### src/rtl/core/lcsb_ram.sv
`timescale 1ns / 1ps
// ----------------------------------------------------------------------------
// lcsb_ram
// Generic single-write, single-read RAM with registered read data.
// ----------------------------------------------------------------------------
module lcsb_ram #(
    parameter  int WIDTH = 8,
    parameter  int DEPTH = 16,
    localparam int AW    = (DEPTH > 1) ? $clog2(DEPTH) : 1
) (
    input  logic             clk,
    input  logic             we,
    input  logic [AW-1:0]    waddr,
    input  logic [WIDTH-1:0] wdata,
    input  logic             re,
    input  logic [AW-1:0]    raddr,
    output logic [WIDTH-1:0] rdata
);

    logic [WIDTH-1:0] mem [DEPTH];
    logic [WIDTH-1:0] rdata_reg;

    always_ff @(posedge clk)
    begin
        if (we)
        begin
            mem[waddr] <= wdata;
        end
        if (re)
        begin
            rdata_reg <= mem[raddr];
        end
    end

    assign rdata = rdata_reg;

endmodule

### config.mk
export PLATFORM = sky130hd
export DESIGN_NAME = lcsb_ram
export DESIGN_NICKNAME = d
export VERILOG_FILES = /design/src/rtl/core/lcsb_ram.sv
export SDC_FILE = /design/constraint.sdc
export NUM_CORES = 1
export LEC_CHECK = 0
export BUFFER_PORTS_ARGS = -buffer_cell sky130_fd_sc_hd__buf_2
export CAP_MARGIN = 20
export CORE_AREA = 2 2 136 138
export DETAILED_ROUTE_END_ITERATION = 8
export DIE_AREA = 0 0 138 140
export GPL_TIMING_DRIVEN = 0
export HOLD_SLACK_MARGIN = 0.15
export SYNTH_ARGS = -nofsm -noshare
export SYNTH_HDL_FRONTEND = slang
export SYNTH_SLANG_ARGS = --single-unit
### constraint.sdc
create_clock -name clk -period 2.6 [get_ports clk]
set_input_delay 0.52 -clock clk [delete_from_list [all_inputs] [get_ports clk]]
set_output_delay 0.52 -clock clk [all_outputs]
set_load 0.03 [all_outputs]
Word-level counts from Yosys, hierarchy flattened
Memory sizes are Yosys's and may differ from the RTL's. A register that Yosys moved wholly into a read port is not among the register bits.
Cells that the tools add are included.
W data, S select, Z words.
Word-level totals
  flip-flop bits (word level): 0
  bits of input ports: 19
  word-level logic and storage cells: 3
  output and inout bits: 8
  memory bits (writable): 128
  memories: 1
Cells by class
  muxes and demuxes: 2
Memories
  mem: depth 16, width 8, rd ports 1, clocked after memory_dff 1, write ports 1, RTL line 20  | logic [WIDTH-1:0] mem [DEPTH];
Operators with widths (count)
  $mux W1: 2

Longest topological paths before layout
  word-level depth: 2
  depth in mapped cells: 5
  mapped depth without buffers: 3

Worst setup path after synthesis
No wires, ideal clock.
  path type: input port to flip-flop
  from: input waddr[2]
  to: memory mem[0][0] (enable)
  path buffers: 0
  data arrival time: 1.630 ns
  stages on the path: 2
  required time: 2.217 ns
  slack: 0.587 ns
  setup time: 0.383 ns
  path through: or3b_2 -> nor3_1
RTL lines
  from (decl): RTL line 13  | input logic [AW-1:0] waddr,
  to (decl): RTL line 20
No word-level cell before the write port.

Worst setup path in the final report
  from: input waddr[2]
  to: memory mem[0][7] (enable)
No word-level cell before the write port.

==> key figures <==
Critical path
  • Kind of critical path: in -> reg
  • R2R cell count: 3
  • Worst path required time: 2.72 ns
  • Cells along the critical path: buf_2, or3b_2, nor3_1, buf_4
  • Max Fanout on Critical Path: 5
  • RR Endpoint: rdata[1]
  • Slowest-stage cell, CP: nor3_1
  • CP peak stage delay: 0.61 ns
  • Worst Setup End Kind: flop
  • CP startpoint kind: input pin
  • Reg-to-reg startpoint: mem[1][1]
  • Crit path DAT: 2.04 ns
  • Worst R2R Setup Slack: 0.94 ns

Yosys
  • Yosys reg bits: 136
  • Post-synthesis compound-gate area fraction: 0.0230
  • Post-Synth Adder-Cell Area: 0
  • Post-synthesis xor/xnor area fraction: 0
  • Synthesized instance count: 229
  • Unique masters post-synth: 18
  • Synth Area in Simple Gates: 0.0314
  • Mapped Nets: 248
  • Syn. warnings: 0
  • Seq/Total Area, Yosys: 0.781
  • Mean post-synth cell area: 22.8 µm²
  • Largest family of logic cells by synthesized area: multiplexers
  • Cell area after synthesis: 0.00523 mm²
  • Fraction of synthesized area in multiplexers: 0.148

Global route
  • Pin count of the biggest net entering global routing: 17
  • Tot GR Track Use: 0.113
  • Total global routing overflow: 0
  • Initial antenna violation count: 0
  • First-pass GRT wire length: 15300 µm
  • Vias in the first global route: 2515

Drt
  • Drt wl/cell: 20.1 µm
  • # DRC: 0
  • First-pass DRT Iterations: 5
  • Routed Antenna Nets: 0
  • WL final: 10400 µm
  • Vias: 2425
  • Via-to-Cell Ratio: 4.69
  • 1st-iter DRT viols: 314

CTS
  • Sink Count: 136
  • Clock transition at the registers of the reported paths: 0.06 ns
  • Post-CTS Setup Bufs: 0
  • PostCTS Resize Cnt: 0
  • Inserted Clock Buffers: 17
  • Root buffer selected by CTS: clkbuf_16
  • TritonCTS clock tree: yes
  • Worst skew pair latency: 0.41 ns
  • Clock buffer depth: 2
  • Hold_buf cts: 0
  • H-tree depth: 4

Layout
  • Most frequent cells in the layout: edfxtp_1, buf_2, mux4_2, clkbuf_16, a22oi_1
  • Commonest non-fill, non-tap cell in the layout: edfxtp_1
  • Layout fillers: 1667
  • N_diodes: 0
  • Largest register FFs: 128
  • Area growth syn-to-layout: 18.3%
  • Layout Cells excl Fill: 517
  • Nets: 296
  • Seq. cell area: 0.00408 mm²
  • Ratio of cells with drive above 1 in the final layout: 0.295
  • Multi-input logic area: 0.00106 mm²

Power and ir drop
  • Peak supply drop: 0.000484 V
  • Sequential Power Share: 0.512
  • Pint: 3850 µW
  • Cell Pwr Density: 783 mW/mm²
  • Leakage: 0.00203 µW
  • Sw Pwr: 998 µW
  • Comb power frac: 0.053
  • Total power: 4850 µW
  • Switching portion of total power: 0.206
  • Clock share of power: 0.435

Hold path
  • Hold Crit Depth: 1
  • Hold crit path type: in -> reg
  • Min-Delay Endpoint: rdata[0]
  • Worst hold start: re

Placed design
  • Port bufs: 25
  • Inst Count DP: 487
  • Dpl hpwl: 6830 µm
  • Final Wtd Congestion: 0.842

Run status
  • Status: complete, no violations

Timing
  • Min Hold Slack: 0.447 ns
  • Final setup TNS: 0 ns
  • Unrepaired setup endpoints after global routing: false
  • Final worst path period need: 1.91 ns
  • Relative slew slack: 0.434
  • Setup Skew: 0.00387 ns
  • Final setup fails: 0
  • Slew @ Worst Pin: 0.847 ns
  • Fin crit share: 0.736
  • Max Clock Freq: 0.523 GHz
  • Final hold vios: 0
  • Fin. max-slew vios: 0

Floorplanning
  • # IOs: 27
  • Die width: 138 µm
  • Placement Rows: 49
  • Die area: 0.0193 mm²
  • Core area: 0.0178 mm²
  • Die Y-Extent: 140 µm
  • Initial Utilization: 0.294

Run
  • Max Cap Viol: 0
through the flow:
stage               cell area, µm²  utilization  setup slack (ns)
detailed placement            5670        0.319             0.198
finish                        6190        0.348             0.687
global placement              5640        0.317            0.0107
floorplan                     5230            -             0.587
global route                  6190        0.348             0.590
CTS                           6190        0.348             0.679
layout make-up:
cell class                 instances  area share
sequential                       136       0.660
multi-input combinational         83       0.171
clock buffer                      18      0.0694
tap                              229      0.0463
timing repair buffer              29      0.0251
clock inverter                    12      0.0142
buffer                            10      0.0140
cells by family after synthesis:
family,after synthesis
mux,32
flops,136
buf+inv,10
simple gates,35
compound gates,16
worst max-delay path, delay by kind of cell:
kind	cells	cell delay, ns
buffers and inverters	2	0.40
AND/OR/NAND/NOR	2	1.12
how the worst max path moves through the flow:
stage | from | to | slack (ns) | cells after the start
global placement | waddr[2] | mem[0][1] | 0.01 | 3
floorplan | waddr[2] | mem[0][0] | 0.59 | 2
detailed placement | waddr[2] | mem[0][1] | 0.20 | 4
finish | waddr[2] | mem[0][7] | 0.69 | 4
CTS | waddr[2] | mem[0][7] | 0.68 | 4
global route | waddr[2] | mem[0][7] | 0.59 | 4
cell usage after synthesis:
| cell | count | area, µm² |
|---|---|---|
| nor2b_1 | 1 | 6.26 |
| edfxtp_1 | 136 | 4080 |
| a22oi_1 | 16 | 120 |
| or3b_2 | 1 | 8.76 |
| and2b_1 | 1 | 7.51 |
| nand2b_1 | 2 | 12.5 |
| nor2_1 | 13 | 48.8 |
| clkdlybuf4s25_2 | 3 | 30.0 |
| nand3_1 | 1 | 5.00 |
| mux4_2 | 18 | 405 |
| and2_1 | 1 | 6.26 |
| nand2_1 | 9 | 33.8 |
| buf_4 | 1 | 7.51 |
| nand3b_1 | 2 | 15.0 |
| mux4_1 | 14 | 368 |
| buf_2 | 3 | 15.0 |
| buf_6 | 3 | 33.8 |
| nor3_1 | 4 | 20.0 |
per-layer routing:
layer	wire length (µm)	track usage
met4	131	0.0419
met1	4560	0.143
met3	744	0.0465
met5	0	0
met2	4960	0.177
power by group through the flow:
stage | Sequential (µW) | Clock (µW) | Combinational, µW
finish | 2480 | 2110 | 258
global route | 2490 | 2230 | 277
CTS | 2480 | 2140 | 261
detailed placement | 2530 | 0 | 260
global placement | 2520 | 0 | 253
floorplan | 2550 | 0 | 125
(Power assumes the default switching activity.)
