### src/rtl/core/lcsb_pkg.sv
`timescale 1ns / 1ps
// ----------------------------------------------------------------------------
// lcsb_pkg
// Shared types and constants of the LED cube subframe buffer.
// ----------------------------------------------------------------------------
package lcsb_pkg;

    localparam int CUBE_SIDE_DEF = 8;
    localparam int SUBFRAMES_DEF = 3;

    localparam int COORD_W     = 3;
    localparam int LEVEL_W     = 2;
    localparam int ROW_INDEX_W = 6;
    localparam int COLOR_W     = 8;
    localparam int WORD_W      = 3 * COLOR_W;

    typedef enum logic {
        CMD_WRITE = 1'b0,
        CMD_READ  = 1'b1
    } cmd_t;

    typedef enum logic [1:0] {
        S_IDLE,
        S_RD,
        S_WR,
        S_LOAD
    } state_t;

    typedef struct packed {
        logic [LEVEL_W-1:0] red;
        logic [LEVEL_W-1:0] green;
        logic [LEVEL_W-1:0] blue;
    } levels_t;

    typedef struct packed {
        logic [COORD_W-1:0] x;
        levels_t            levels;
    } merge_req_t;

endpackage

### src/rtl/core/lcsb_merge.sv
`timescale 1ns / 1ps
// ----------------------------------------------------------------------------
// lcsb_merge
// Shared compare and bit-merge unit: places one voxel's subframe bits
// into a stored row word, one subframe per use.
// ----------------------------------------------------------------------------
module lcsb_merge import lcsb_pkg::*; #(
    parameter int SUB_W = 2
) (
    input  logic [WORD_W-1:0] old_word,
    input  logic [SUB_W-1:0]  sub,
    input  merge_req_t        req,
    output logic [WORD_W-1:0] new_word
);

    logic               red_on;
    logic               green_on;
    logic               blue_on;
    logic [COLOR_W-1:0] mask;

    // thermometer code bit k of level L is set when k < L
    assign red_on   = 3'(sub) < 3'(req.levels.red);
    assign green_on = 3'(sub) < 3'(req.levels.green);
    assign blue_on  = 3'(sub) < 3'(req.levels.blue);
    assign mask     = COLOR_W'(1) << req.x;

    always_comb
    begin
        new_word[COLOR_W-1:0] = (old_word[COLOR_W-1:0] & ~mask)
                              | (COLOR_W'(red_on) << req.x);
        new_word[2*COLOR_W-1:COLOR_W] = (old_word[2*COLOR_W-1:COLOR_W] & ~mask)
                                      | (COLOR_W'(green_on) << req.x);
        new_word[3*COLOR_W-1:2*COLOR_W] = (old_word[3*COLOR_W-1:2*COLOR_W] & ~mask)
                                        | (COLOR_W'(blue_on) << req.x);
    end

endmodule

### config.mk
export PLATFORM = sky130hd
export DESIGN_NAME = lcsb_merge
export DESIGN_NICKNAME = d
export VERILOG_FILES = /design/src/rtl/core/lcsb_pkg.sv /design/src/rtl/core/lcsb_merge.sv
export SDC_FILE = /design/constraint.sdc
export NUM_CORES = 1
export LEC_CHECK = 0
export ABC_AREA = 1
export BUFFER_PORTS_ARGS = -buffer_cell sky130_fd_sc_hd__buf_2
export CAP_MARGIN = 5
export CORE_UTILIZATION = 32
export DETAILED_ROUTE_END_ITERATION = 10
export GPL_TIMING_DRIVEN = 0
export PLACE_DENSITY = 0.92
export SLEW_MARGIN = 40
export SYNTH_ARGS = -nofsm -noshare
export SYNTH_HDL_FRONTEND = slang
export SYNTH_SLANG_ARGS = --single-unit
export TNS_END_PERCENT = 50
### constraint.sdc
create_clock -name vclk -period 0.8
set_input_delay 0.08 -clock vclk [all_inputs]
set_output_delay 0.08 -clock vclk [all_outputs]
set_load 0.05 [all_outputs]
==> impl_metrics.env, run 1 <==
export IMPL_gp_congestion=0.731
export IMPL_status="stopped before the end"
export IMPL_syn_nets=149
export IMPL_synthDistinctLibCells=9
export IMPL_die_w_um=41.7
export IMPL_syn_mean_instance_area_um2=4.55
export IMPL_tool_error="[ERROR DPL-0038] Utilization greater than 100%, impossible to legalize"
export IMPL_post_cts_buffers=5
export IMPL_ios=59
export IMPL_synth_common_cells="nand2_1 (57), nand3_1 (26), inv_1 (12)"
export IMPL_cts_resized=146
export IMPL_die_h_um=41.7
export IMPL_rows=13
export IMPL_pre_cts_slack_ns=-0.366
export IMPL_port_buffer_count=59
export IMPL_synth_top_cells_by_area="nand2_1 (42%), nand3_1 (26%), inv_1 (8.9%)"
export IMPL_netlist_area_um2=505
export IMPL_start_util=0.366
export IMPL_dp_cells=185
export IMPL_seq_area_frac_synth=0
export IMPL_synth_cells=111
export IMPL_cts_hold_buf=0
export IMPL_lastStage="clock tree synthesis"
export IMPL_dp_hpwl_um=1890
export IMPL_yosysMostFrequentCell="nand2_1"
export IMPL_synth_top_cell_by_area="nand2_1"
export IMPL_placed_area_um2=1220
export IMPL_yosysWarnings=0
export IMPL_synth_top_area_frac=0.423
-- cell families after synthesis --
family	count (synthesis)	share of synthesized area
simple gates	92	0.807
buf+inv	16	0.119
fa+ha+maj	3	0.0743
-- metrics by stage --
step,setup TNS [ns],hold slack (ns)
3_5_place_dp,-8.06,0.582
2_1_floorplan,0,0.360
3_3_place_gp,-7.62,0.578
==> run 2: changes to the inputs <==
--- a/config.mk
+++ b/config.mk
@@ -8,10 +8,11 @@
 export ABC_AREA = 1
 export BUFFER_PORTS_ARGS = -buffer_cell sky130_fd_sc_hd__buf_2
 export CAP_MARGIN = 5
-export CORE_UTILIZATION = 32
+export CORE_AREA = 2 2 63 65
 export DETAILED_ROUTE_END_ITERATION = 10
+export DIE_AREA = 0 0 65 67
 export GPL_TIMING_DRIVEN = 0
-export PLACE_DENSITY = 0.92
+export PLACE_DENSITY_LB_ADDON = 0.15
 export SLEW_MARGIN = 40
 export SYNTH_ARGS = -nofsm -noshare
 export SYNTH_HDL_FRONTEND = slang
==> constraint.sdc (replaced) <==
create_clock -name vclk -period 1.04
set_input_delay 0.104 -clock vclk [all_inputs]
set_output_delay 0.104 -clock vclk [all_outputs]
set_load 0.05 [all_outputs]
==> run 2 against run 1 <==
The flow now finishes, with violations (setup timing); synthesized cell count stayed put; synthesized area stayed put.
==> impl_metrics.env, run 2 <==
export IMPL_status="finished with violations"
export IMPL_violations="setup timing"
export IMPL_synth_top_cells_by_area="nand2_1 (42%), nand3_1 (26%), inv_1 (8.9%)"
export IMPL_clock_buffers=0
export IMPL_grtUsageTotal=0.107
export IMPL_synthDistinctLibCells=9
export IMPL_layout_cells_most_common="nand2_1"
export IMPL_multiInputGateArea_um2=689
export IMPL_synth_common_cells="nand2_1 (57), nand3_1 (26), inv_1 (12)"
export IMPL_grt_pass1_wl_um=3740
export IMPL_power_density_nw_per_um2=671
export IMPL_cts_hold_buf=0
export IMPL_setup_viol=8
export IMPL_overflow=0
export IMPL_max_freq_mhz=939
export IMPL_crit_family="buffers and inverters"
export IMPL_p_total_uw=862
export IMPL_seq_cells=0
export IMPL_yosysWarnings=0
export IMPL_end_kind="output pin"
export IMPL_max_stage_delay_ns=0.23
export IMPL_ios=59
export IMPL_hold_slack_ns=0.542
export IMPL_critPathSlowestCell="clkinvlp_4"
export IMPL_syn_mean_instance_area_um2=4.55
export IMPL_synth_cells=111
export IMPL_slew_headroom=0.833
export IMPL_drc=0
export IMPL_antenna_found_initial=0
export IMPL_die_w_um=65
export IMPL_finalWorstSetupSlack_ns=-0.0244
export IMPL_grt_pass1_vias=878
export IMPL_dp_hpwl_um=1810
export IMPL_die_area_um2=4360
export IMPL_seq_area_frac_synth=0
export IMPL_core_area_um2=3610
export IMPL_gp_congestion=0.682
export IMPL_cp_max_fo=8
export IMPL_crit_path_start_kind="primary input"
export IMPL_path_class="in -> out"
export IMPL_final_cell_mix="nand2_1 (36), buf_2 (32), buf_6 (21), nand2_2 (17), nand3_2 (14)"
export IMPL_crit_chain="buf_6 -> inv_4 -> ha_4 -> clkinvlp_4 -> nand3_2 -> nand2_2 -> buf_6"
export IMPL_drt_iter0_drc=30
export IMPL_drt_first_pass_iters=4
export IMPL_port_buffer_count=59
export IMPL_num_vias=892
export IMPL_dp_cells=218
export IMPL_wl_per_cell_um=11.2
export IMPL_p_leak_nw=0.634
export IMPL_synth_top_area_frac=0.423
export IMPL_hp_class="in -> out"
export IMPL_slew_viol_final=0
export IMPL_worst_pin_slew_ns=0.251
export IMPL_grt_max_degree=9
export IMPL_syn_nets=149
export IMPL_crit_required_ns=0.94
export IMPL_wirelength_um=2440
export IMPL_grt_setup_unrepaired="yes"
export IMPL_critPathBufInv=4
export IMPL_syn2layout_area_growth_pct=154
export IMPL_netlist_area_um2=505
export IMPL_worstPathArrival_ns=0.96
export IMPL_finalNetCount=210
export IMPL_rows=22
export IMPL_period_needed_ns=1.06
export IMPL_cpMostUsedCell="buf_6"
export IMPL_yosysMostFrequentCell="nand2_1"
export IMPL_fin_cells=218
export IMPL_post_cts_buffers=0
export IMPL_fin_crit_sh=1.02
export IMPL_start_util=0.140
export IMPL_seqCellArea_um2=0
export IMPL_die_h_um=67
export IMPL_fill_cells=391
export IMPL_synth_top_cell_by_area="nand2_1"
export IMPL_drv_cap=0
export IMPL_hold_violations=0
export IMPL_vias_per_cell=4.09
export IMPL_n_antenna_cell=0
export IMPL_drive_gt1_frac=0.700
export IMPL_ir_drop_mv=0.275
export IMPL_ant_nets=0
-- run 2: cell families (layout without fill, tap and decap cells) --
group / Yosys count / in the layout / share of synthesized area
adder cells (fa/ha/maj): 3 / 3 / 0.0743
buffers and inverters: 16 / 75 / 0.119
AND/OR/NAND/NOR: 92 / 92 / 0.807
-- run 2: path summary, 6_finish.rpt --
check             slack [ns]           end   startpoint  depth (start not counted)
setup / recovery       -0.02  new_word[21]       req[1]                          7
hold / removal          0.54   new_word[6]  old_word[6]                          4
-- run 2: layout make-up --
class | count | area share
inverter | 16 | 0.0555
multi-input combinational | 95 | 0.537
tap | 48 | 0.0467
timing repair buffer | 59 | 0.361
-- run 2: what timing repair did --
action | 4_1_cts | 5_1_grt
setup endpoints to repair | 24 | 24
pin swaps | 14 | 5
endpoints found under the hold margin | 0 | 0
gates resized for setup | 84 | 23
-- run 2: layer usage --
metal	routed length (um)	part of all wire	GRT usage
met3	185	0.076	0.0101
met1	909	0.37	0.127
met2	1350	0.55	0.215
met5	0	0	0
met4	0	0	0
-- run 2: per-stage QoR --
stage / area, um2 / worst slack (ns) / util / setup TNS [ns]
floorplan: 536 / -0.0513 / - / -0.599
global placement: 891 / -0.315 / 0.247 / -7.27
detailed placement: 891 / -0.344 / 0.247 / -7.32
CTS: 1190 / -0.0183 / 0.331 / -0.0319
global route: 1280 / -0.0662 / 0.356 / -0.712
finish: 1280 / -0.0244 / 0.356 / -0.0781
-- run 2: tightest hold or removal path, delay by kind of cell --
kind	cells	cell delay, ns
AND/OR/NAND/NOR	2	0.10
buffers and inverters	2	0.23
-- run 2: power by group --
group	switching, mW	internal, mW
Clock	0	0
Sequential	0	0
Combinational	0.549	0.313
No activity file was read; power rests on OpenSTA's default activity.
