## src/rtl/core/lcsb_pkg.sv

```systemverilog
`timescale 1ns / 1ps
// ----------------------------------------------------------------------------
// lcsb_pkg
// Shared types and constants of the LED cube subframe buffer.
// ----------------------------------------------------------------------------
package lcsb_pkg;

    localparam int CUBE_SIDE_DEF = 8;
    localparam int SUBFRAMES_DEF = 3;

    localparam int COORD_W     = 3;
    localparam int LEVEL_W     = 2;
    localparam int ROW_INDEX_W = 6;
    localparam int COLOR_W     = 8;
    localparam int WORD_W      = 3 * COLOR_W;

    typedef enum logic {
        CMD_WRITE = 1'b0,
        CMD_READ  = 1'b1
    } cmd_t;

    typedef enum logic [1:0] {
        S_IDLE,
        S_RD,
        S_WR,
        S_LOAD
    } state_t;

    typedef struct packed {
        logic [LEVEL_W-1:0] red;
        logic [LEVEL_W-1:0] green;
        logic [LEVEL_W-1:0] blue;
    } levels_t;

    typedef struct packed {
        logic [COORD_W-1:0] x;
        levels_t            levels;
    } merge_req_t;

endpackage

```

## src/rtl/core/lcsb_if.sv

```systemverilog
`timescale 1ns / 1ps
// ----------------------------------------------------------------------------
// lcsb_if
// Request and response channels of the LED cube subframe buffer.
// ----------------------------------------------------------------------------
interface lcsb_req_if import lcsb_pkg::*; ();

    logic                   valid;
    logic                   ready;
    cmd_t                   cmd;
    logic [COORD_W-1:0]     x;
    logic [COORD_W-1:0]     y;
    logic [COORD_W-1:0]     z;
    logic [LEVEL_W-1:0]     red_level;
    logic [LEVEL_W-1:0]     green_level;
    logic [LEVEL_W-1:0]     blue_level;
    logic [ROW_INDEX_W-1:0] row_index;

    modport source (
        output valid, cmd, x, y, z, red_level, green_level, blue_level, row_index,
        input  ready
    );

    modport sink (
        input  valid, cmd, x, y, z, red_level, green_level, blue_level, row_index,
        output ready
    );

    modport monitor (
        input valid, ready, cmd, x, y, z, red_level, green_level, blue_level, row_index
    );

endinterface

interface lcsb_rsp_if import lcsb_pkg::*; ();

    logic               valid;
    logic               ready;
    logic [COLOR_W-1:0] red_bits;
    logic [COLOR_W-1:0] green_bits;
    logic [COLOR_W-1:0] blue_bits;

    modport source (
        output valid, red_bits, green_bits, blue_bits,
        input  ready
    );

    modport sink (
        input  valid, red_bits, green_bits, blue_bits,
        output ready
    );

    modport monitor (
        input valid, ready, red_bits, green_bits, blue_bits
    );

endinterface

```

## src/rtl/core/lcsb_ctrl.sv

```systemverilog
`timescale 1ns / 1ps
// ----------------------------------------------------------------------------
// lcsb_ctrl
// Sequencer of the subframe buffer: takes items, walks the subframes of a
// row through the merge unit, tracks written rows and holds the result.
// ----------------------------------------------------------------------------
module lcsb_ctrl import lcsb_pkg::*; #(
    parameter  int CUBE_SIDE = CUBE_SIDE_DEF,
    parameter  int SUBFRAMES = SUBFRAMES_DEF,
    localparam int ROWS      = CUBE_SIDE * CUBE_SIDE,
    localparam int RW        = $clog2(ROWS),
    localparam int SUB_W     = (SUBFRAMES > 1) ? $clog2(SUBFRAMES) : 1,
    localparam int DEPTH     = SUBFRAMES * (2 ** RW),
    localparam int MAW       = $clog2(DEPTH)
) (
    input  logic              clk,
    input  logic              rst_n,
    lcsb_req_if.sink          req,
    lcsb_rsp_if.source        rsp,
    output logic              ram_we,
    output logic              ram_re,
    output logic [MAW-1:0]    ram_addr,
    input  logic [WORD_W-1:0] ram_rdata,
    output logic [WORD_W-1:0] merge_old,
    output logic [SUB_W-1:0]  merge_sub,
    output merge_req_t        merge_req,
    input  logic [WORD_W-1:0] merge_word
);

    state_t             state_reg,     state_next;
    cmd_t               cmd_reg,       cmd_next;
    logic [SUB_W-1:0]   sub_reg,       sub_next;
    logic [SUB_W-1:0]   counter_reg,   counter_next;
    logic [RW-1:0]      row_reg,       row_next;
    logic               row_ok_reg,    row_ok_next;
    merge_req_t         mreq_reg,      mreq_next;
    logic [2**RW-1:0]   valid_reg,     valid_next;
    logic               out_valid_reg, out_valid_next;
    logic [WORD_W-1:0]  out_word_reg,  out_word_next;

    logic [ROW_INDEX_W-1:0] row_calc;
    logic                   voxel_ok;
    logic                   accept;
    logic                   row_written;
    logic [SUB_W+RW-1:0]    addr_full;

    assign row_calc = ROW_INDEX_W'(req.z) * ROW_INDEX_W'(CUBE_SIDE) + ROW_INDEX_W'(req.y);
    assign voxel_ok = ({1'b0, req.x} < 4'(CUBE_SIDE))
                   && ({1'b0, req.y} < 4'(CUBE_SIDE))
                   && ({1'b0, req.z} < 4'(CUBE_SIDE));
    assign accept      = req.valid && req.ready;
    assign row_written = valid_reg[row_reg];
    assign addr_full   = {sub_reg, row_reg};

    assign req.ready      = (state_reg == S_IDLE);
    assign ram_addr       = addr_full[MAW-1:0];
    assign merge_old      = row_written ? ram_rdata : '0;
    assign merge_sub      = sub_reg;
    assign merge_req      = mreq_reg;
    assign rsp.valid      = out_valid_reg;
    assign rsp.red_bits   = out_word_reg[COLOR_W-1:0];
    assign rsp.green_bits = out_word_reg[2*COLOR_W-1:COLOR_W];
    assign rsp.blue_bits  = out_word_reg[3*COLOR_W-1:2*COLOR_W];

    always_ff @(posedge clk or negedge rst_n)
    begin
        if (!rst_n)
        begin
            state_reg     <= S_IDLE;
            cmd_reg       <= CMD_WRITE;
            sub_reg       <= '0;
            counter_reg   <= '0;
            valid_reg     <= '0;
            out_valid_reg <= 1'b0;
        end
        else
        begin
            state_reg     <= state_next;
            cmd_reg       <= cmd_next;
            sub_reg       <= sub_next;
            counter_reg   <= counter_next;
            valid_reg     <= valid_next;
            out_valid_reg <= out_valid_next;
        end
    end

    always_ff @(posedge clk)
    begin
        row_reg      <= row_next;
        row_ok_reg   <= row_ok_next;
        mreq_reg     <= mreq_next;
        out_word_reg <= out_word_next;
    end

    always_comb
    begin
        state_next     = state_reg;
        cmd_next       = cmd_reg;
        sub_next       = sub_reg;
        counter_next   = counter_reg;
        row_next       = row_reg;
        row_ok_next    = row_ok_reg;
        mreq_next      = mreq_reg;
        valid_next     = valid_reg;
        out_valid_next = out_valid_reg;
        out_word_next  = out_word_reg;
        ram_we         = 1'b0;
        ram_re         = 1'b0;

        if (out_valid_reg && rsp.ready)
        begin
            out_valid_next = 1'b0;
        end

        unique case (state_reg)
            S_IDLE:
            begin
                if (accept)
                begin
                    cmd_next = req.cmd;
                    if (req.cmd == CMD_READ)
                    begin
                        row_next    = req.row_index[RW-1:0];
                        row_ok_next = {1'b0, req.row_index} < (ROW_INDEX_W+1)'(ROWS);
                        sub_next    = counter_reg;
                        state_next  = S_RD;
                    end
                    else if (voxel_ok)
                    begin
                        row_next              = row_calc[RW-1:0];
                        sub_next              = '0;
                        mreq_next.x           = req.x;
                        mreq_next.levels.red   = req.red_level;
                        mreq_next.levels.green = req.green_level;
                        mreq_next.levels.blue  = req.blue_level;
                        state_next            = S_RD;
                    end
                end
            end
            S_RD:
            begin
                ram_re     = 1'b1;
                state_next = (cmd_reg == CMD_READ) ? S_LOAD : S_WR;
            end
            S_WR:
            begin
                ram_we = 1'b1;
                if (sub_reg == SUB_W'(SUBFRAMES - 1))
                begin
                    valid_next[row_reg] = 1'b1;
                    state_next          = S_IDLE;
                end
                else
                begin
                    sub_next   = sub_reg + 1'b1;
                    state_next = S_RD;
                end
            end
            S_LOAD:
            begin
                if (!out_valid_reg || rsp.ready)
                begin
                    out_valid_next = 1'b1;
                    out_word_next  = (row_ok_reg && row_written) ? ram_rdata : '0;
                    counter_next   = (counter_reg == SUB_W'(SUBFRAMES - 1))
                                   ? '0 : counter_reg + 1'b1;
                    state_next     = S_IDLE;
                end
            end
            default:
            begin
                state_next = S_IDLE;
            end
        endcase
    end

endmodule

```

## src/flat_wrapper.sv

```systemverilog
// flat-port wrapper written by rule: the top's interface ports become plain ports
module lcsb_ctrl_flat import lcsb_pkg::*;
#(
    parameter  int CUBE_SIDE = CUBE_SIDE_DEF,
    parameter  int SUBFRAMES = SUBFRAMES_DEF,
    localparam int ROWS      = CUBE_SIDE * CUBE_SIDE,
    localparam int RW        = $clog2(ROWS),
    localparam int SUB_W     = (SUBFRAMES > 1) ? $clog2(SUBFRAMES) : 1,
    localparam int DEPTH     = SUBFRAMES * (2 ** RW),
    localparam int MAW       = $clog2(DEPTH)
)
  (clk, rst_n, ram_we, ram_re, ram_addr, ram_rdata, merge_old, merge_sub, merge_req, merge_word, req_valid, req_cmd, req_x, req_y, req_z, req_red_level, req_green_level, req_blue_level, req_row_index, req_ready, rsp_valid, rsp_red_bits, rsp_green_bits, rsp_blue_bits, rsp_ready);
  lcsb_req_if req_i ();
  lcsb_rsp_if rsp_i ();
  input  logic clk;
  input  logic rst_n;
  output logic ram_we;
  output logic ram_re;
  output logic [MAW-1:0] ram_addr;
  input  logic [WORD_W-1:0] ram_rdata;
  output logic [WORD_W-1:0] merge_old;
  output logic [SUB_W-1:0] merge_sub;
  output merge_req_t merge_req;
  input  logic [WORD_W-1:0] merge_word;
  input wire logic [$bits(req_i.valid)-1:0] req_valid;
  input wire logic [$bits(req_i.cmd)-1:0] req_cmd;
  input wire logic [$bits(req_i.x)-1:0] req_x;
  input wire logic [$bits(req_i.y)-1:0] req_y;
  input wire logic [$bits(req_i.z)-1:0] req_z;
  input wire logic [$bits(req_i.red_level)-1:0] req_red_level;
  input wire logic [$bits(req_i.green_level)-1:0] req_green_level;
  input wire logic [$bits(req_i.blue_level)-1:0] req_blue_level;
  input wire logic [$bits(req_i.row_index)-1:0] req_row_index;
  output wire logic [$bits(req_i.ready)-1:0] req_ready;
  output wire logic [$bits(rsp_i.valid)-1:0] rsp_valid;
  output wire logic [$bits(rsp_i.red_bits)-1:0] rsp_red_bits;
  output wire logic [$bits(rsp_i.green_bits)-1:0] rsp_green_bits;
  output wire logic [$bits(rsp_i.blue_bits)-1:0] rsp_blue_bits;
  input wire logic [$bits(rsp_i.ready)-1:0] rsp_ready;
  assign req_i.valid = req_valid;
  assign req_i.cmd = req_cmd;
  assign req_i.x = req_x;
  assign req_i.y = req_y;
  assign req_i.z = req_z;
  assign req_i.red_level = req_red_level;
  assign req_i.green_level = req_green_level;
  assign req_i.blue_level = req_blue_level;
  assign req_i.row_index = req_row_index;
  assign req_ready = req_i.ready;
  assign rsp_valid = rsp_i.valid;
  assign rsp_red_bits = rsp_i.red_bits;
  assign rsp_green_bits = rsp_i.green_bits;
  assign rsp_blue_bits = rsp_i.blue_bits;
  assign rsp_i.ready = rsp_ready;
  lcsb_ctrl #(.CUBE_SIDE(CUBE_SIDE), .SUBFRAMES(SUBFRAMES)) u_core (.clk(clk), .rst_n(rst_n), .req(req_i), .rsp(rsp_i), .ram_we(ram_we), .ram_re(ram_re), .ram_addr(ram_addr), .ram_rdata(ram_rdata), .merge_old(merge_old), .merge_sub(merge_sub), .merge_req(merge_req), .merge_word(merge_word));
endmodule
```

## config.mk

```make
export PLATFORM = sky130hd
export DESIGN_NAME = lcsb_ctrl_flat
export DESIGN_NICKNAME = d
export VERILOG_FILES = /design/src/rtl/core/lcsb_pkg.sv /design/src/rtl/core/lcsb_if.sv /design/src/rtl/core/lcsb_ctrl.sv /design/src/flat_wrapper.sv
export SDC_FILE = /design/constraint.sdc
export NUM_CORES = 1
export LEC_CHECK = 0
export ABC_AREA = 1
export BUFFER_PORTS_ARGS = -buffer_cell sky130_fd_sc_hd__buf_2
export CAP_MARGIN = 0
export CORE_MARGIN = 2
export CORE_UTILIZATION = 44
export DETAILED_ROUTE_END_ITERATION = 8
export HOLD_SLACK_MARGIN = 0.12
export PLACE_DENSITY_LB_ADDON = 0.05
export SKIP_LAST_GASP = 1
export SYNTH_ARGS = -nofsm -noshare
export SYNTH_HDL_FRONTEND = slang
export SYNTH_SLANG_ARGS = --single-unit
```

## constraint.sdc

```tcl
create_clock -name clk -period 3.13 [get_ports clk]
set_clock_uncertainty 0.05 [all_clocks]
set_input_delay 0.626 -clock clk [delete_from_list [all_inputs] [get_ports clk]]
set_output_delay 0.626 -clock clk [all_outputs]
set_load 0.02 [all_outputs]
```

Yosys cells after proc, flatten, opt, wreduce, memory -nomap -nowiden
Index checks and enable logic that the tools add are counted.
W data, S select, Z words.
- divide/modulo/power cells: 0
- multiply operators: 0
- shift-type cells: 0
- magnitude comparators: 2
- multiplexer cells: 21
- reductions and logical operators: 13
- bitwise gates (word level): 2
- $add $sub $neg: 3
- equal/unequal tests: 8
- operators by type and width (cell ; number):
    $or A64 B64 Y64 ; 1
    $mux W24 ; 1
    $mux W2 ; 6
    $mux W1 ; 9
    $eq A2 B2 Y1 const B ; 4
    $pmux W2 S4 ; 1
    $reduce_and A2 Y1 ; 4
    $lt A6 B7 Y1 const B ; 1
    $add A6 B3 Y6 ; 1
    $bmux W1 S6 ; 1
    $demux W1 S6 ; 1
    $ge A6 B1 Y1 const B ; 1
    $mux W6 ; 1
    $reduce_and A3 Y1 ; 2
    $add A2 B1 Y2 const B ; 2
    $ne A2 B2 Y1 const B ; 2
    $pmux W2 S2 ; 1
    $logic_and A1 B1 Y1 ; 3
    $eq A2 B1 Y1 const B ; 1
    $logic_not A2 Y1 ; 1
    $ne A2 B1 Y1 const B ; 1
    $reduce_bool A2 Y1 ; 1
    $logic_not A1 Y1 ; 1
    $logic_or A1 B1 Y1 ; 1
    $not A1 Y1 ; 1
- bits in latches: 0
- memory bits (writable): 0
- memories: 0
- memory bits (read-only): 0
- word-level logic and storage cells: 61
- output and inout port bits: 71
- register bits: 111
- bits of input ports: 74

Longest topological paths before layout
- word-level depth: 5
- mapped depth: 14
- mapped depth without buffers: 11

Worst setup path before layout
Ideal clock, no wire load.
- path kind: reg-to-output
- start: reg u_core.row_reg[2]
- end: out merge_old[0]
- slack: 0.616 ns
- required time: 2.454 ns
- stages on the path, launching flop included: 11
- path buffers: 3
- arrival time: 1.838 ns
- cell sequence: edfxtp_1 buf_2 nor2_1 o211ai_1 nand2_1 o21ai_1 nand2_1 nor2_2 buf_4 buf_6 a21oi_2
- word-level cells in the longest chain between the ends: 3
- ends and longest elaborated chain (what ; RTL line ; RTL):
    from (decl) ; lcsb_ctrl.sv:34 ; logic [RW-1:0] row_reg, row_next;
    from (signal assigned) ; lcsb_ctrl.sv:89 ; row_reg <= row_next;
    $bmux W1 S6 ; lcsb_ctrl.sv:52 ; assign row_written = valid_reg[row_reg];
    $mux W1 (not written as such) ; lcsb_ctrl.sv:52 ;
    $mux W24 ; lcsb_ctrl.sv:57 ; assign merge_old = row_written ? ram_rdata : '0;
    to (decl) ; flat_wrapper.sv:21 ; output logic [WORD_W-1:0] merge_old;
Every way passes these cells. The select of a mux whose other input is x is not followed.

Worst setup path after layout
- start: reg u_core.row_reg[0]
- end: out merge_old[17]
The elaborated chain is that of the path after synthesis.

==> qor.yml <==
outcome:
  status: "finished clean"
global_routing:
  grt_overflow_total: 0
  antenna_found_initial: 0
  grt_max_degree: 49
  grt_pass1_wl_um: 20200
  track_usage_pct: 20.3
  grt_pass1_vias: 4065
cts:
  cts_hold_buf: 0
  clk_latency_ns: 0.35
  cts_buffers: 9
  cts_sinks: 111
  cts-htree-levels: 3
  clock_path_buffers: 2
  clk_pin_slew_ns: 0.07
  cts_root_buf: "clkbuf_16"
  cts_tree: "yes"
finish:
  drive_above_1_share_pct: 27.8
  largest_reg_flops: 64
  final_util_pct: 56.8
  finalNonFillerCells: 848
  area_delta_synth_final_pct: 26.5
  final_cell_area_um2: 6490
  n_antenna_cell: 0
  final_nets: 776
sta:
  fin_crit_sh_pct: 97.9
  min_period_ns: 3.06
  slew_headroom_pct: 50.8
  finalHoldViolCount: 0
  setup_viol: 0
  setup_tns_ns: 0
  tightest_slew_ns: 0.735
  clock.fmax_ghz: 0.326
  maxSlewViolCount: 0
  rsz0062_at_grt: "yes"
die:
  die_area_um2: 12500
  start_util_pct: 44.9
  rows: 39
  dieHeight_um: 112
  die_x_um: 112
  core_um2: 11400
  ios: 145
placed_design:
  dpl_cell_area_um2: 5860
  dpl.hpwl_um: 8610
  place.gp.congestion: 0.812
  io_buffers: 120
  placedCellCount: 814
synthesis:
  synthArstFlopShare_pct: 64.9
  yosysWarnings: 0
  yosysMostFrequentCell: "nand2_1"
  ys_ff_latch: 111
  synth-edff-count: 39
  synth_top_area_share_pct: 35.1
  synth_top_cell_by_area: "dfrtp_1"
  postSynthCellCount: 564
  ys_seq_area_share_pct: 58.0
  synth_nets: 639
  synth_ff_type: "dfrtp_1"
  ys_types: 21
  netlist_top_cells_count: "nand2_1, inv_1, dfrtp_1, edfxtp_1, o21ai_0"
  synth.area.top_cells: "dfrtp_1, edfxtp_1, nand2_1, inv_1, o21bai_1"
  syn_avg_cell_area_um2: 9.10
  syn_area_um2: 5130
setup_path:
  critPathKind: "reg2out"
  arrival_ns: 2.39
  required_ns: 2.45
  r2r.worst_path.cells: 12
  endpoint_kind: "output pin"
  cp_max_fo: 12
  start_kind: "register"
drt:
  routed.top_layer: "met4"
  avgRoutedWirePerCell_um: 15.4
  routed_wl_um: 13000
  ant_nets: 0
  drt-pass1-iter-count: 5
  via_per_inst: 5.01
  drc: 0
  wl_met3_um: 591
  drt-met1-wl_um: 5730
  dr_wl_met2_um: 6420
  vias: 4248
  drt_iter0_drc: 240
worst_hold_path:
  hold_class: "in2async"
pwr:
  p_per_area_nw_per_um2: 671
  ir_worst_vdd_mv: 0.385
  p_leak_nw: 3.28
run:
  max_cap_viol_count: 0
layout make-up:
cell class | count | area, um^2
timing repair buffer | 148 | 1010
sequential | 111 | 2970
clock buffer | 14 | 255
clock inverter | 1 | 30.0
inverter | 92 | 350
multi-input combinational | 339 | 1700
tap | 143 | 179
fill | 1050 | 4930
per-stage QoR:
| stage | worst slack, ns | power [W] | hold slack, ns |
|---|---|---|---|
| 2_1_floorplan | 0.616 | 0.00271 | 0.280 |
| 6_report | 0.0665 | 0.00435 | 0.273 |
| 3_3_place_gp | 0.402 | 0.00306 | 0.388 |
| 3_5_place_dp | 0.405 | 0.00309 | 0.395 |
| 4_1_cts | 0.0224 | 0.00423 | 0.284 |
| 5_1_grt | -0.0398 | 0.00459 | 0.319 |
path summary, 6_finish.rpt:
kind / end / slack (ns) / startpoint
hold / removal: u_core.valid_reg[48]$_DFFE_PN0P_ / 0.27 / rst_n
max in group asynchronous: u_core.valid_reg[23]$_DFFE_PN0P_ / 1.98 / rst_n
setup reg to reg: u_core.out_word_reg[2]$_SDFFCE_PN0P_ / 0.77 / u_core.row_reg[0]$_DFFE_PP_
hold reg to reg: u_core.valid_reg[34]$_DFFE_PN0P_ / 0.41 / u_core.valid_reg[34]$_DFFE_PN0P_
min in group clk: u_core.merge_req[5]$_DFFE_PP_ / 0.41 / req_red_level[1]
setup / recovery: merge_old[17] / 0.07 / u_core.row_reg[0]$_DFFE_PP_
layout by cell type, fill, tap and decap left out:
| cell type | instances |
|---|---|
| buf_6 | 4 |
| nand2_1 | 159 |
| nor3_1 | 8 |
| o21bai_1 | 32 |
| buf_8 | 1 |
| a21oi_1 | 30 |
| nand2_2 | 4 |
| ha_1 | 1 |
| nor2_1 | 13 |
| clkbuf_2 | 1 |
| o21ai_0 | 37 |
| clkbuf_1 | 3 |
| clkbuf_16 | 16 |
| nor2_4 | 4 |
| dfrtp_1 | 72 |
| o21ai_2 | 1 |
| clkbuf_8 | 1 |
| a21oi_2 | 20 |
| edfxtp_1 | 39 |
| nor2_2 | 3 |
| clkinv_4 | 1 |
| inv_1 | 89 |
| nand3_2 | 1 |
| inv_2 | 2 |
| nand3_1 | 19 |
| o21ai_1 | 3 |
| o211ai_1 | 3 |
| buf_4 | 12 |
| bufinv_16 | 1 |
| o31ai_1 | 1 |
| buf_2 | 120 |
| buf_12 | 4 |
what timing repair did:
item | in CTS | in global routing
hold endpoints to repair | 0 | 0
setup buffers | 0 | 10
gates resized for setup | 0 | 21
endpoints found under the setup margin | 0 | 24
cells by family (layout without fill, tap and decap cells):
kind of cell | after synthesis | after routing | share of synthesized area [%]
AO/OA/AOI/OAI | 127 | 127 | 15.6
buffers and inverters | 114 | 255 | 9.83
AND/OR/NAND/NOR | 211 | 211 | 16.4
flip-flops | 111 | 111 | 58.0
adder cells (fa/ha/maj) | 1 | 1 | 0.244
critical path, cell delays in order (launching register included):
cell and delay (ns):
edfxtp_1 0.50, clkinv_4 0.15, buf_4 0.13, buf_12 0.11, nand2_1 0.05, nand3_1 0.07
nand2_1 0.09, o21ai_2 0.20, nand2_2 0.09, nor2_4 0.23, buf_12 0.18, a21oi_1 0.07
buf_2 0.16
metal layers:
metal  GRT usage, %  vias up
li1               -     2071
met1           27.2     2030
met2           32.7      124
met3           3.70       23
met4           8.37        0
met5              0        -
power by group:
| part | switching [W] | internal, W | total, W |
|---|---|---|---|
| combinational | 0.000874 | 0.000473 | 0.00135 |
| sequential | 0.000107 | 0.00176 | 0.00187 |
| clock | 0.000492 | 0.000644 | 0.00114 |
Power figures use the tool's default switching activity.
